[config.mk]
export PLATFORM = sky130hd
export DESIGN_NAME = dq_ctrl
export DESIGN_NICKNAME = d
export VERILOG_FILES = /design/src/dq_pkg.sv /design/src/dq_ctrl.sv
export VERILOG_INCLUDE_DIRS = /design/src /design/src/src
export SDC_FILE = /design/constraint.sdc
export NUM_CORES = 1
export LEC_CHECK = 0
export BUFFER_PORTS_ARGS = -buffer_cell sky130_fd_sc_hd__clkbuf_2
export CORE_MARGIN = 4
export CORE_UTILIZATION = 45
export CTS_CLUSTER_DIAMETER = 100
export CTS_CLUSTER_SIZE = 40
export DETAILED_ROUTE_END_ITERATION = 16
export MAX_ROUTING_LAYER = met4
export PLACE_DENSITY = 0.82
export RECOVER_POWER = 50
export SETUP_SLACK_MARGIN = 0.05
export SLEW_MARGIN = 25
export SYNTH_ARGS = -nofsm -noshare
export SYNTH_HDL_FRONTEND = slang
export SYNTH_SLANG_ARGS = --single-unit
[constraint.sdc]
create_clock -name clk -period 4.2 [get_ports clk]
set_clock_uncertainty 0.1 [all_clocks]
set_input_delay 0.42 -clock clk [delete_from_list [all_inputs] [get_ports clk]]
set_output_delay 0.42 -clock clk [all_outputs]
set_load 0.02 [all_outputs]
[src/double_ended_queue_defines.svh]
// Assertion helpers used by the deque RTL in dq_ctrl.
`ifndef DOUBLE_ENDED_QUEUE_DEFINES_SVH
`define DOUBLE_ENDED_QUEUE_DEFINES_SVH

// Checked on every rising edge outside reset.
`define DQ_ASSERT(label, prop, msg) \
    label: assert property (@(posedge clk) disable iff (!rst_n) (prop)) else $error(msg);

// Checked on every rising edge, reset included.
`define DQ_ASSERT_ALWAYS(label, prop, msg) \
    label: assert property (@(posedge clk) (prop)) else $error(msg);

`endif

[src/dq_pkg.sv]
`timescale 1ns / 1ps
`default_nettype none

package dq_pkg;

    localparam int DEPTH   = 1024;
    localparam int ADDR_W  = $clog2(DEPTH);
    localparam int CNT_W   = $clog2(DEPTH + 1);
    localparam int SUM_W   = CNT_W + 1;
    localparam int WORD_W  = 32;
    localparam int CMD_W   = 3;

    // m_tdata layout
    localparam int OUT_W      = WORD_W + 1 + CNT_W + 1 + 1;
    localparam int OUT_DATA_W = ((OUT_W + 7) / 8) * 8;

    typedef enum logic [CMD_W-1:0] {
        CMD_PUSH_FRONT = 3'd0,
        CMD_PUSH_BACK  = 3'd1,
        CMD_POP_FRONT  = 3'd2,
        CMD_POP_BACK   = 3'd3,
        CMD_PEEK_FRONT = 3'd4,
        CMD_PEEK_BACK  = 3'd5
    } cmd_t;

    typedef enum logic {
        ST_IDLE,
        ST_RESP
    } state_t;

    typedef struct packed {
        logic              we;
        logic              re;
        logic [ADDR_W-1:0] addr;
        logic [WORD_W-1:0] wdata;
    } ram_req_t;

    typedef struct packed {
        logic             is_read;
        logic             found;
        logic [CNT_W-1:0] count;
        logic             is_empty;
        logic             overflow;
    } rsp_t;

endpackage

`default_nettype wire

[src/dq_ctrl.sv]
`timescale 1ns / 1ps
`default_nettype none
`include "double_ended_queue_defines.svh"

module dq_ctrl (
    input  wire logic                             clk,
    input  wire logic                             rst_n,
    input  wire logic                             s_tvalid,
    output logic                                  s_tready,
    input  wire logic [dq_pkg::WORD_W-1:0]        s_tdata,  // data_in
    input  wire logic [dq_pkg::CMD_W-1:0]         s_tuser,  // cmd
    output logic                                  m_tvalid,
    input  wire logic                             m_tready,
    output logic      [dq_pkg::OUT_DATA_W-1:0]    m_tdata,
    output dq_pkg::ram_req_t                      ram_req,
    input  wire logic [dq_pkg::WORD_W-1:0]        ram_rdata
);

    import dq_pkg::*;

    state_t              state_reg, state_next;
    logic [ADDR_W-1:0]   front_reg, front_next;
    logic [CNT_W-1:0]    count_reg, count_next;
    rsp_t                rsp_reg, rsp_next;
    logic                out_valid_reg, out_valid_next;
    logic [OUT_W-1:0]    out_data_reg, out_data_next;

    logic                in_fire;
    logic                out_free;
    logic                load_out;
    logic                full;
    logic                empty;
    logic [ADDR_W-1:0]   front_dec;
    logic [ADDR_W-1:0]   front_inc;
    logic [SUM_W-1:0]    tail_sum;
    logic [SUM_W-1:0]    last_sum;
    logic [ADDR_W-1:0]   tail_slot;
    logic [ADDR_W-1:0]   last_slot;
    logic [WORD_W-1:0]   rsp_value;

    assign in_fire  = s_tvalid & s_tready;
    assign out_free = !out_valid_reg || m_tready;
    assign full     = (count_reg == CNT_W'(DEPTH));
    assign empty    = (count_reg == '0);

    assign front_dec = (front_reg == '0) ? ADDR_W'(DEPTH - 1) : front_reg - 1'b1;
    assign front_inc = (front_reg == ADDR_W'(DEPTH - 1)) ? '0 : front_reg + 1'b1;

    // slot one past the back, and the back slot itself, wrapped into the ring
    assign tail_sum  = SUM_W'(front_reg) + SUM_W'(count_reg);
    assign last_sum  = tail_sum - 1'b1;
    assign tail_slot = (tail_sum >= SUM_W'(DEPTH)) ? ADDR_W'(tail_sum - SUM_W'(DEPTH))
                                                   : ADDR_W'(tail_sum);
    assign last_slot = (last_sum >= SUM_W'(DEPTH)) ? ADDR_W'(last_sum - SUM_W'(DEPTH))
                                                   : ADDR_W'(last_sum);

    // command decode, pointer update and RAM access, all in the accept cycle
    always_comb
    begin
        front_next       = front_reg;
        count_next       = count_reg;
        ram_req.we       = 1'b0;
        ram_req.re       = 1'b0;
        ram_req.addr     = front_reg;
        ram_req.wdata    = s_tdata;
        rsp_next         = rsp_reg;
        if (in_fire)
        begin
            rsp_next.is_read  = 1'b0;
            rsp_next.found    = 1'b0;
            rsp_next.overflow = 1'b0;
            unique case (s_tuser)
                CMD_PUSH_FRONT:
                begin
                    if (full)
                    begin
                        rsp_next.overflow = 1'b1;
                    end
                    else
                    begin
                        front_next   = front_dec;
                        ram_req.we   = 1'b1;
                        ram_req.addr = front_dec;
                        count_next   = count_reg + 1'b1;
                    end
                end
                CMD_PUSH_BACK:
                begin
                    if (full)
                    begin
                        rsp_next.overflow = 1'b1;
                    end
                    else
                    begin
                        ram_req.we   = 1'b1;
                        ram_req.addr = tail_slot;
                        count_next   = count_reg + 1'b1;
                    end
                end
                CMD_POP_FRONT, CMD_PEEK_FRONT:
                begin
                    rsp_next.is_read = 1'b1;
                    if (!empty)
                    begin
                        rsp_next.found = 1'b1;
                        ram_req.re     = 1'b1;
                        ram_req.addr   = front_reg;
                        if (s_tuser == CMD_POP_FRONT)
                        begin
                            front_next = front_inc;
                            count_next = count_reg - 1'b1;
                        end
                    end
                end
                CMD_POP_BACK, CMD_PEEK_BACK:
                begin
                    rsp_next.is_read = 1'b1;
                    if (!empty)
                    begin
                        rsp_next.found = 1'b1;
                        ram_req.re     = 1'b1;
                        ram_req.addr   = last_slot;
                        if (s_tuser == CMD_POP_BACK)
                        begin
                            count_next = count_reg - 1'b1;
                        end
                    end
                end
                default:
                begin
                end
            endcase
            rsp_next.count    = count_next;
            rsp_next.is_empty = (count_next == '0);
        end
    end

    // read data stays in the RAM output register until the next read
    assign rsp_value = rsp_reg.found   ? ram_rdata :
                       rsp_reg.is_read ? {WORD_W{1'b1}} : '0;

    always_comb
    begin
        state_next     = state_reg;
        s_tready       = 1'b0;
        load_out       = 1'b0;
        out_valid_next = out_valid_reg;
        out_data_next  = out_data_reg;
        if (m_tready)
        begin
            out_valid_next = 1'b0;
        end
        unique case (state_reg)
            ST_IDLE:
            begin
                s_tready = 1'b1;
                if (s_tvalid)
                begin
                    state_next = ST_RESP;
                end
            end
            ST_RESP:
            begin
                if (out_free)
                begin
                    load_out = 1'b1;
                    s_tready = 1'b1;
                    if (!s_tvalid)
                    begin
                        state_next = ST_IDLE;
                    end
                end
            end
            default:
            begin
                state_next = ST_IDLE;
            end
        endcase
        if (load_out)
        begin
            out_valid_next = 1'b1;
            out_data_next  = {rsp_reg.overflow, rsp_reg.is_empty, rsp_reg.count,
                              rsp_reg.found, rsp_value};
        end
    end

    always_ff @(posedge clk or negedge rst_n)
    begin
        if (!rst_n)
        begin
            state_reg     <= ST_IDLE;
            front_reg     <= '0;
            count_reg     <= '0;
            out_valid_reg <= 1'b0;
        end
        else
        begin
            state_reg     <= state_next;
            front_reg     <= front_next;
            count_reg     <= count_next;
            out_valid_reg <= out_valid_next;
        end
    end

    always_ff @(posedge clk)
    begin
        rsp_reg      <= rsp_next;
        out_data_reg <= out_data_next;
    end

    assign m_tvalid = out_valid_reg;
    assign m_tdata  = OUT_DATA_W'(out_data_reg);

    `DQ_ASSERT(a_count_bound, count_reg <= CNT_W'(DEPTH), "held count exceeds depth")
    `DQ_ASSERT(a_ram_on_accept, (ram_req.we || ram_req.re) |-> in_fire, "RAM access without a transaction")
    `DQ_ASSERT(a_resp_origin, (state_reg == ST_RESP) |-> ($past(in_fire) || $past(state_reg == ST_RESP)), "response state without a prior transaction")
    `DQ_ASSERT(a_overflow_full, (in_fire && rsp_next.overflow) |-> full, "push flagged as dropped with room left")
    `DQ_ASSERT_ALWAYS(a_no_result_in_reset, !rst_n |-> !out_valid_reg, "result pending during reset")

endmodule

`default_nettype wire

======== After elaboration in Yosys (flattened, before gate mapping) ========
Index checks and enable logic that the tools add are counted.
word-level totals
  flip-flop bits (word level) ............. 84
  bits of input ports ..................... 71
  output and inout bits ................... 94
  logic and storage cells ................. 80
cells by class
  $add $sub $neg .......................... 8
  order comparisons ....................... 2
  equality and inequality tests ........... 9
  mux-type cells .......................... 36
  bitwise operators ....................... 2
  reduce and logical (&&, ||, !) cells .... 13
operators with widths
  operator                 number
  $mux W11                 8
  $mux W10                 8
  $mux W32                 2
  $pmux W10 S4             1
  $pmux W11 S3             1
  $sub A10 B1 Y10 const B  3
  $ge A12 B11 Y1 const B   2
  $logic_not A11 Y1        2
  $pmux W10 S2             1
  $add A10 B11 Y12         1
  $mux W12                 1
  $sub A12 B1 Y12 const B  1
  $add A11 B1 Y11 const B  1
  $eq A11 B11 Y1 const B   1
  $sub A11 B1 Y11 const B  1
  $add A10 B1 Y10 const B  1
  $eq A10 B10 Y1 const B   1
  $logic_not A10 Y1        1
  $mux W1                  10
  $eq A3 B2 Y1 const B     2
  $eq A3 B3 Y1 const B     2
  $pmux W1 S2              3
  $reduce_or A2 Y1         3
  $ne A2 B2 Y1 const B     2
  10 further kinds         11

======== Depth between registers and ports, before layout ========
  depth after elaboration ................. 7
  mapped depth ............................ 11
  depth with buffers taken out ............ 11

======== Worst setup path before layout ========
Ideal clock, no wire load.
  path kind ............................... register -> output
  start ................................... register front_reg[0]
  end ..................................... output port ram_req[41] (netlist bit)
  arrival time ............................ 2.834 ns
  required time ........................... 3.680 ns
  path slack .............................. 0.846 ns
  cell stages (with the launch flop) ...... 12
  path buffers ............................ 0
  cell sequence ........................... dfrtp_1 -> ha_1 -> inv_1 -> fa_1 -> nand2b_1 -> a21oi_1 -> o31ai_1 -> a21boi_0 -> xnor2_1 -> a311oi_1 -> or2_2 -> o32a_1
RTL lines
  item                    line            text
  from (decl)             dq_ctrl.sv:22   logic [ADDR_W-1:0] front_reg, front_next;
  from (signal assigned)  dq_ctrl.sv:199  front_reg <= front_next;
  to (decl)               dq_ctrl.sv:15   output dq_pkg::ram_req_t ram_req,

==> flow_summary.html <==
<table>
<tr><th>Metric</th><th>Value</th></tr>
<tr><th colspan="2">Run status</th></tr>
<tr><td>Run status</td><td>finished, violations left</td></tr>
<tr><td>Violations in the final reports</td><td>max-capacitance violations, max-slew violations</td></tr>
<tr><th colspan="2">Synth</th></tr>
<tr><td>Adder and majority gate portion of the synthesized area</td><td>0.03659</td></tr>
<tr><td>Main combinational cell family by area after synthesis</td><td>simple AND/OR/NAND/NOR gates</td></tr>
<tr><td>Main synth FF type</td><td>edfxtp_1</td></tr>
<tr><td>Post-Syn Instances</td><td>583</td></tr>
<tr><td>Post-synthesis mux area share</td><td>0.003987</td></tr>
<tr><td>Post-synthesis cell area</td><td>5335 µm²</td></tr>
<tr><td>Async set-or-reset flop fraction in the synthesized netlist</td><td>0.2738</td></tr>
<tr><td>Fraction of the mapped netlist area in compound gates</td><td>0.1456</td></tr>
<tr><td>Portion of the post-synthesis area used by sequential elements</td><td>0.4512</td></tr>
<tr><td>Synth Area in Simple Gates</td><td>0.2317</td></tr>
<tr><td>Yosys Warn Count</td><td>0</td></tr>
<tr><td>Number of library cell types mapped by synthesis</td><td>68</td></tr>
<tr><td>Flip-flop and latch count after synthesis</td><td>84</td></tr>
<tr><td>Number of synthesized flops with an enable pin</td><td>61</td></tr>
<tr><td>Average cell area after synthesis</td><td>9.151 µm²</td></tr>
<tr><td>Parity-gate share of the synthesized area counting xor and xnor cells</td><td>0.04432</td></tr>
<tr><th colspan="2">Timing</th></tr>
<tr><td>Timing-limited maximum frequency</td><td>0.2520 GHz</td></tr>
<tr><td>Worst hold slack after final layout</td><td>192.4 ps</td></tr>
<tr><td>RSZ-0062 raised after global routing</td><td>false</td></tr>
<tr><td>Setup TNS</td><td>0 ps</td></tr>
<tr><td>Final worst path period share</td><td>0.9447</td></tr>
<tr><td>Hold Fails Final Rpt</td><td>0</td></tr>
<tr><td>Setup-violating endpoint count in the final report</td><td>0</td></tr>
<tr><td>Transition time at the pin with the least slew margin</td><td>2759 ps</td></tr>
<tr><td>Crit path time final</td><td>3968 ps</td></tr>
<tr><td>Worst slew margin relative to its limit</td><td>-0.8401</td></tr>
<tr><td>Number of pins exceeding their max-slew limit in the final report</td><td>47</td></tr>
<tr><th colspan="2">Placement</th></tr>
<tr><td>Buffers on Ports</td><td>98</td></tr>
<tr><td>Number of placed instances with taps included</td><td>767</td></tr>
<tr><td>RePlAce Congestion</td><td>0.9254</td></tr>
<tr><td>Total half-perimeter wirelength after legalization and detailed placement</td><td>9950 µm</td></tr>
<tr><th colspan="2">CTS</th></tr>
<tr><td>Number of CTS-inserted buffers</td><td>9</td></tr>
<tr><td>Clock tree from TritonCTS</td><td>done</td></tr>
<tr><td>Clock sink count</td><td>84</td></tr>
<tr><td>Post-CTS setup-driven buffer insertion count</td><td>0</td></tr>
<tr><td>H-tree Lvls</td><td>3</td></tr>
<tr><td>Clock insertion delay at the later pin of the skew report</td><td>350 ps</td></tr>
<tr><td>Number of buffers on the longest clock path</td><td>2</td></tr>
<tr><td>Post-CTS clock slew at the launch and capture registers of the worst setup and hold paths</td><td>70 ps</td></tr>
<tr><td>Library cell used as clock root buffer</td><td>clkbuf_16</td></tr>
<tr><th colspan="2">Worst setup path</th></tr>
<tr><td>CP delay by family, top</td><td>compound AO/OA/AOI/OAI gates</td></tr>
<tr><td>Maximum single-stage delay on the critical path</td><td>470 ps</td></tr>
<tr><td>Crit Path Category</td><td>register to primary output</td></tr>
<tr><td>Worst Path Arrival</td><td>3450 ps</td></tr>
<tr><td>WP data required</td><td>3680 ps</td></tr>
<tr><td>Kind of end point of the critical path</td><td>primary output</td></tr>
<tr><td>Cell with the largest stage delay on the worst path</td><td>dfrtp_2</td></tr>
<tr><td>Startpoint types</td><td>register</td></tr>
<tr><td>Top fanout value on the critical path</td><td>10</td></tr>
<tr><td>Series of cell instances along the critical path</td><td>ha_1, inv_1, fa_1, nand2b_1, a21oi_1, o31ai_1, a21boi_1, xnor2_1, a311oi_1, or2_2, o32a_1, clkbuf_2</td></tr>
<tr><td>Critical path buffer and inverter count</td><td>2</td></tr>
<tr><th colspan="2">GRT</th></tr>
<tr><td>Number of global-route vias before repair</td><td>4260</td></tr>
<tr><td>Global-route usage over all layers</td><td>0.2014</td></tr>
<tr><td>Antenna violations before repair</td><td>0</td></tr>
<tr><td>Maximum number of pins on one net before global-route repair</td><td>47</td></tr>
<tr><td>First-pass GRT wire length</td><td>21040 µm</td></tr>
<tr><td>GRT Residual Overflow</td><td>0</td></tr>
<tr><th colspan="2">Detailed routing</th></tr>
<tr><td>DRT Pass-1 Iters</td><td>5</td></tr>
<tr><td>Routed via count divided by cell count</td><td>5.663</td></tr>
<tr><td>Routed len/inst</td><td>17.05 µm</td></tr>
<tr><td>Number of DRC markers after the initial detailed-route iteration</td><td>282</td></tr>
<tr><td>Via count</td><td>4434</td></tr>
<tr><td>Total wire length after detailed routing</td><td>13350 µm</td></tr>
<tr><td>DRC errors left</td><td>0</td></tr>
<tr><td>Routed Antenna Nets</td><td>0</td></tr>
<tr><th colspan="2">Floorplanning</th></tr>
<tr><td>Height of the die</td><td>116.9 µm</td></tr>
<tr><td>Area inside the core boundary</td><td>11520 µm²</td></tr>
<tr><td>Count of pins on the block boundary</td><td>165</td></tr>
<tr><td># rows</td><td>39</td></tr>
<tr><td>Die outline width</td><td>116.9 µm</td></tr>
<tr><td>Starting density of the core</td><td>0.4633</td></tr>
<tr><td>Area of the die</td><td>13660 µm²</td></tr>
<tr><th colspan="2">Power and ir drop</th></tr>
<tr><td>Static leakage power</td><td>2.499 nW</td></tr>
<tr><td>Power density cells</td><td>682.3 nW/µm²</td></tr>
<tr><td>Maximum resistive drop on vdd</td><td>0.3207 mV</td></tr>
<tr><th colspan="2">Finish</th></tr>
<tr><td>Max FFs per register</td><td>46</td></tr>
<tr><td>Final antenna diode count</td><td>0</td></tr>
<tr><td>Nets</td><td>721</td></tr>
<tr><td>Final-layout fill cell count</td><td>1069</td></tr>
<tr><td>Relative area change from synthesis to final layout</td><td>10.93%</td></tr>
<tr><td>Area of the multi-input gates</td><td>2481 µm²</td></tr>
<tr><td>Total area of sequential cells</td><td>2410 µm²</td></tr>
<tr><td>Fraction of layout instances using a drive strength above 1</td><td>0.1500</td></tr>
<tr><td>Post-layout instance count excluding filler cells</td><td>783</td></tr>
<tr><th colspan="2">Run</th></tr>
<tr><td>Max Cap Violations</td><td>1</td></tr>
<tr><th colspan="2">Hold path</th></tr>
<tr><td>Worst min-delay path class</td><td>input pin to register</td></tr>
</table>
-- cell families after synthesis --
group                      count (synthesis)
and+or+nand+nor                          253
AOI/OAI and AO/OA                        119
DFF                                       84
buffers and inverters                     82
xor gates and xnor gates                  27
adders and majority gates                 15
muxes                                      2
other                                      1
-- layer usage --
metal / share of wire / track usage
met5: 0 / -
met4: 0.020 / 0.06575
met3: 0.089 / 0.04524
met2: 0.47 / 0.3254
met1: 0.42 / 0.2521
-- Yosys cell counts, drive strengths merged, types with 3 or more instances --
master | count | share of area
o22ai | 7 | 0.0082
buf | 42 | 0.058
nor3 | 12 | 0.011
nor2 | 44 | 0.032
inv | 15 | 0.011
o31a | 3 | 0.0049
o211ai | 3 | 0.0042
a22o | 5 | 0.0082
clkbuf | 25 | 0.018
o32ai | 5 | 0.0082
nand2b | 8 | 0.0094
xor2 | 16 | 0.026
o31ai | 3 | 0.0042
nor2b | 3 | 0.0035
o21a | 3 | 0.0042
or2 | 9 | 0.011
a21oi | 28 | 0.026
edfxtp | 61 | 0.34
or3 | 8 | 0.0094
nor4 | 8 | 0.012
a211oi | 6 | 0.0084
xnor2 | 11 | 0.018
dfrtp | 23 | 0.11
ha | 14 | 0.033
nand3 | 10 | 0.010
and3 | 12 | 0.014
o21ai | 33 | 0.032
nand2 | 111 | 0.078
nand4 | 9 | 0.011
nand3b | 3 | 0.0042
and2 | 5 | 0.0059
-- final timing paths --
check | endpoint | depth (start not counted) | from | slack, ps
worst max register to register | rsp_reg[1] | 10 | count_reg[1] | 1130
worst min-delay path | state_reg | 2 | s_tvalid | 190
worst max-delay path | ram_req[41] | 12 | front_reg[0] | 230
max in group asynchronous | count_reg[0] | 1 | rst_n | 2720
min in group asynchronous | front_reg[0] | 1 | rst_n | 310
worst min register to register | out_data_reg[45] | 0 | rsp_reg[0] | 320
-- power by group --
group / internal, mW / total, mW / switching (mW)
clock: 0.464 / 0.796 / 0.332
combinational: 0.721 / 1.86 / 1.14
sequential: 1.11 / 1.38 / 0.276
total: 2.29 / 4.04 / 1.74
-- cell usage in the layout (no fill, tap or decap), drive strengths merged, types with 10 or more instances in the layout --
master    n
and3     12
nor3     12
nor2     44
xor2     16
clkbuf  108
o21ai    33
ha       14
inv      18
edfxtp   61
xnor2    11
nand2   111
nand3    10
dfrtp    23
a21oi    28
-- through the flow --
| step | setup slack, ps | cell area (µm²) | power [mW] | utilization |
|---|---|---|---|---|
| 3_3_place_gp | 553.7 | 5675 | 3.163 | 0.4928 |
| 5_1_grt | 68.67 | 5918 | 4.331 | 0.5139 |
| 6_report | 232.3 | 5918 | 4.038 | 0.5139 |
| 4_1_cts | 67.86 | 5973 | 4.031 | 0.5187 |
| 3_5_place_dp | 466.0 | 5675 | 3.212 | 0.4928 |
| 2_1_floorplan | 846.4 | 5339 | 2.812 | - |
-- layout make-up --
cell class / count / share of cell area
Multi-Input combinational cell: 418 / 0.4192
Sequential cell: 84 / 0.4072
Timing Repair Buffer: 107 / 0.08351
Clock buffer: 9 / 0.03805
Tap cell: 143 / 0.03023
Clock inverter: 7 / 0.01226
Inverter: 15 / 0.009514
-- what timing repair did --
item	4_1_cts	5_1_grt
endpoints found under the setup margin	0	1
gates resized for setup	0	4
hold buffers	0	0
(Power assumes the default switching activity.)
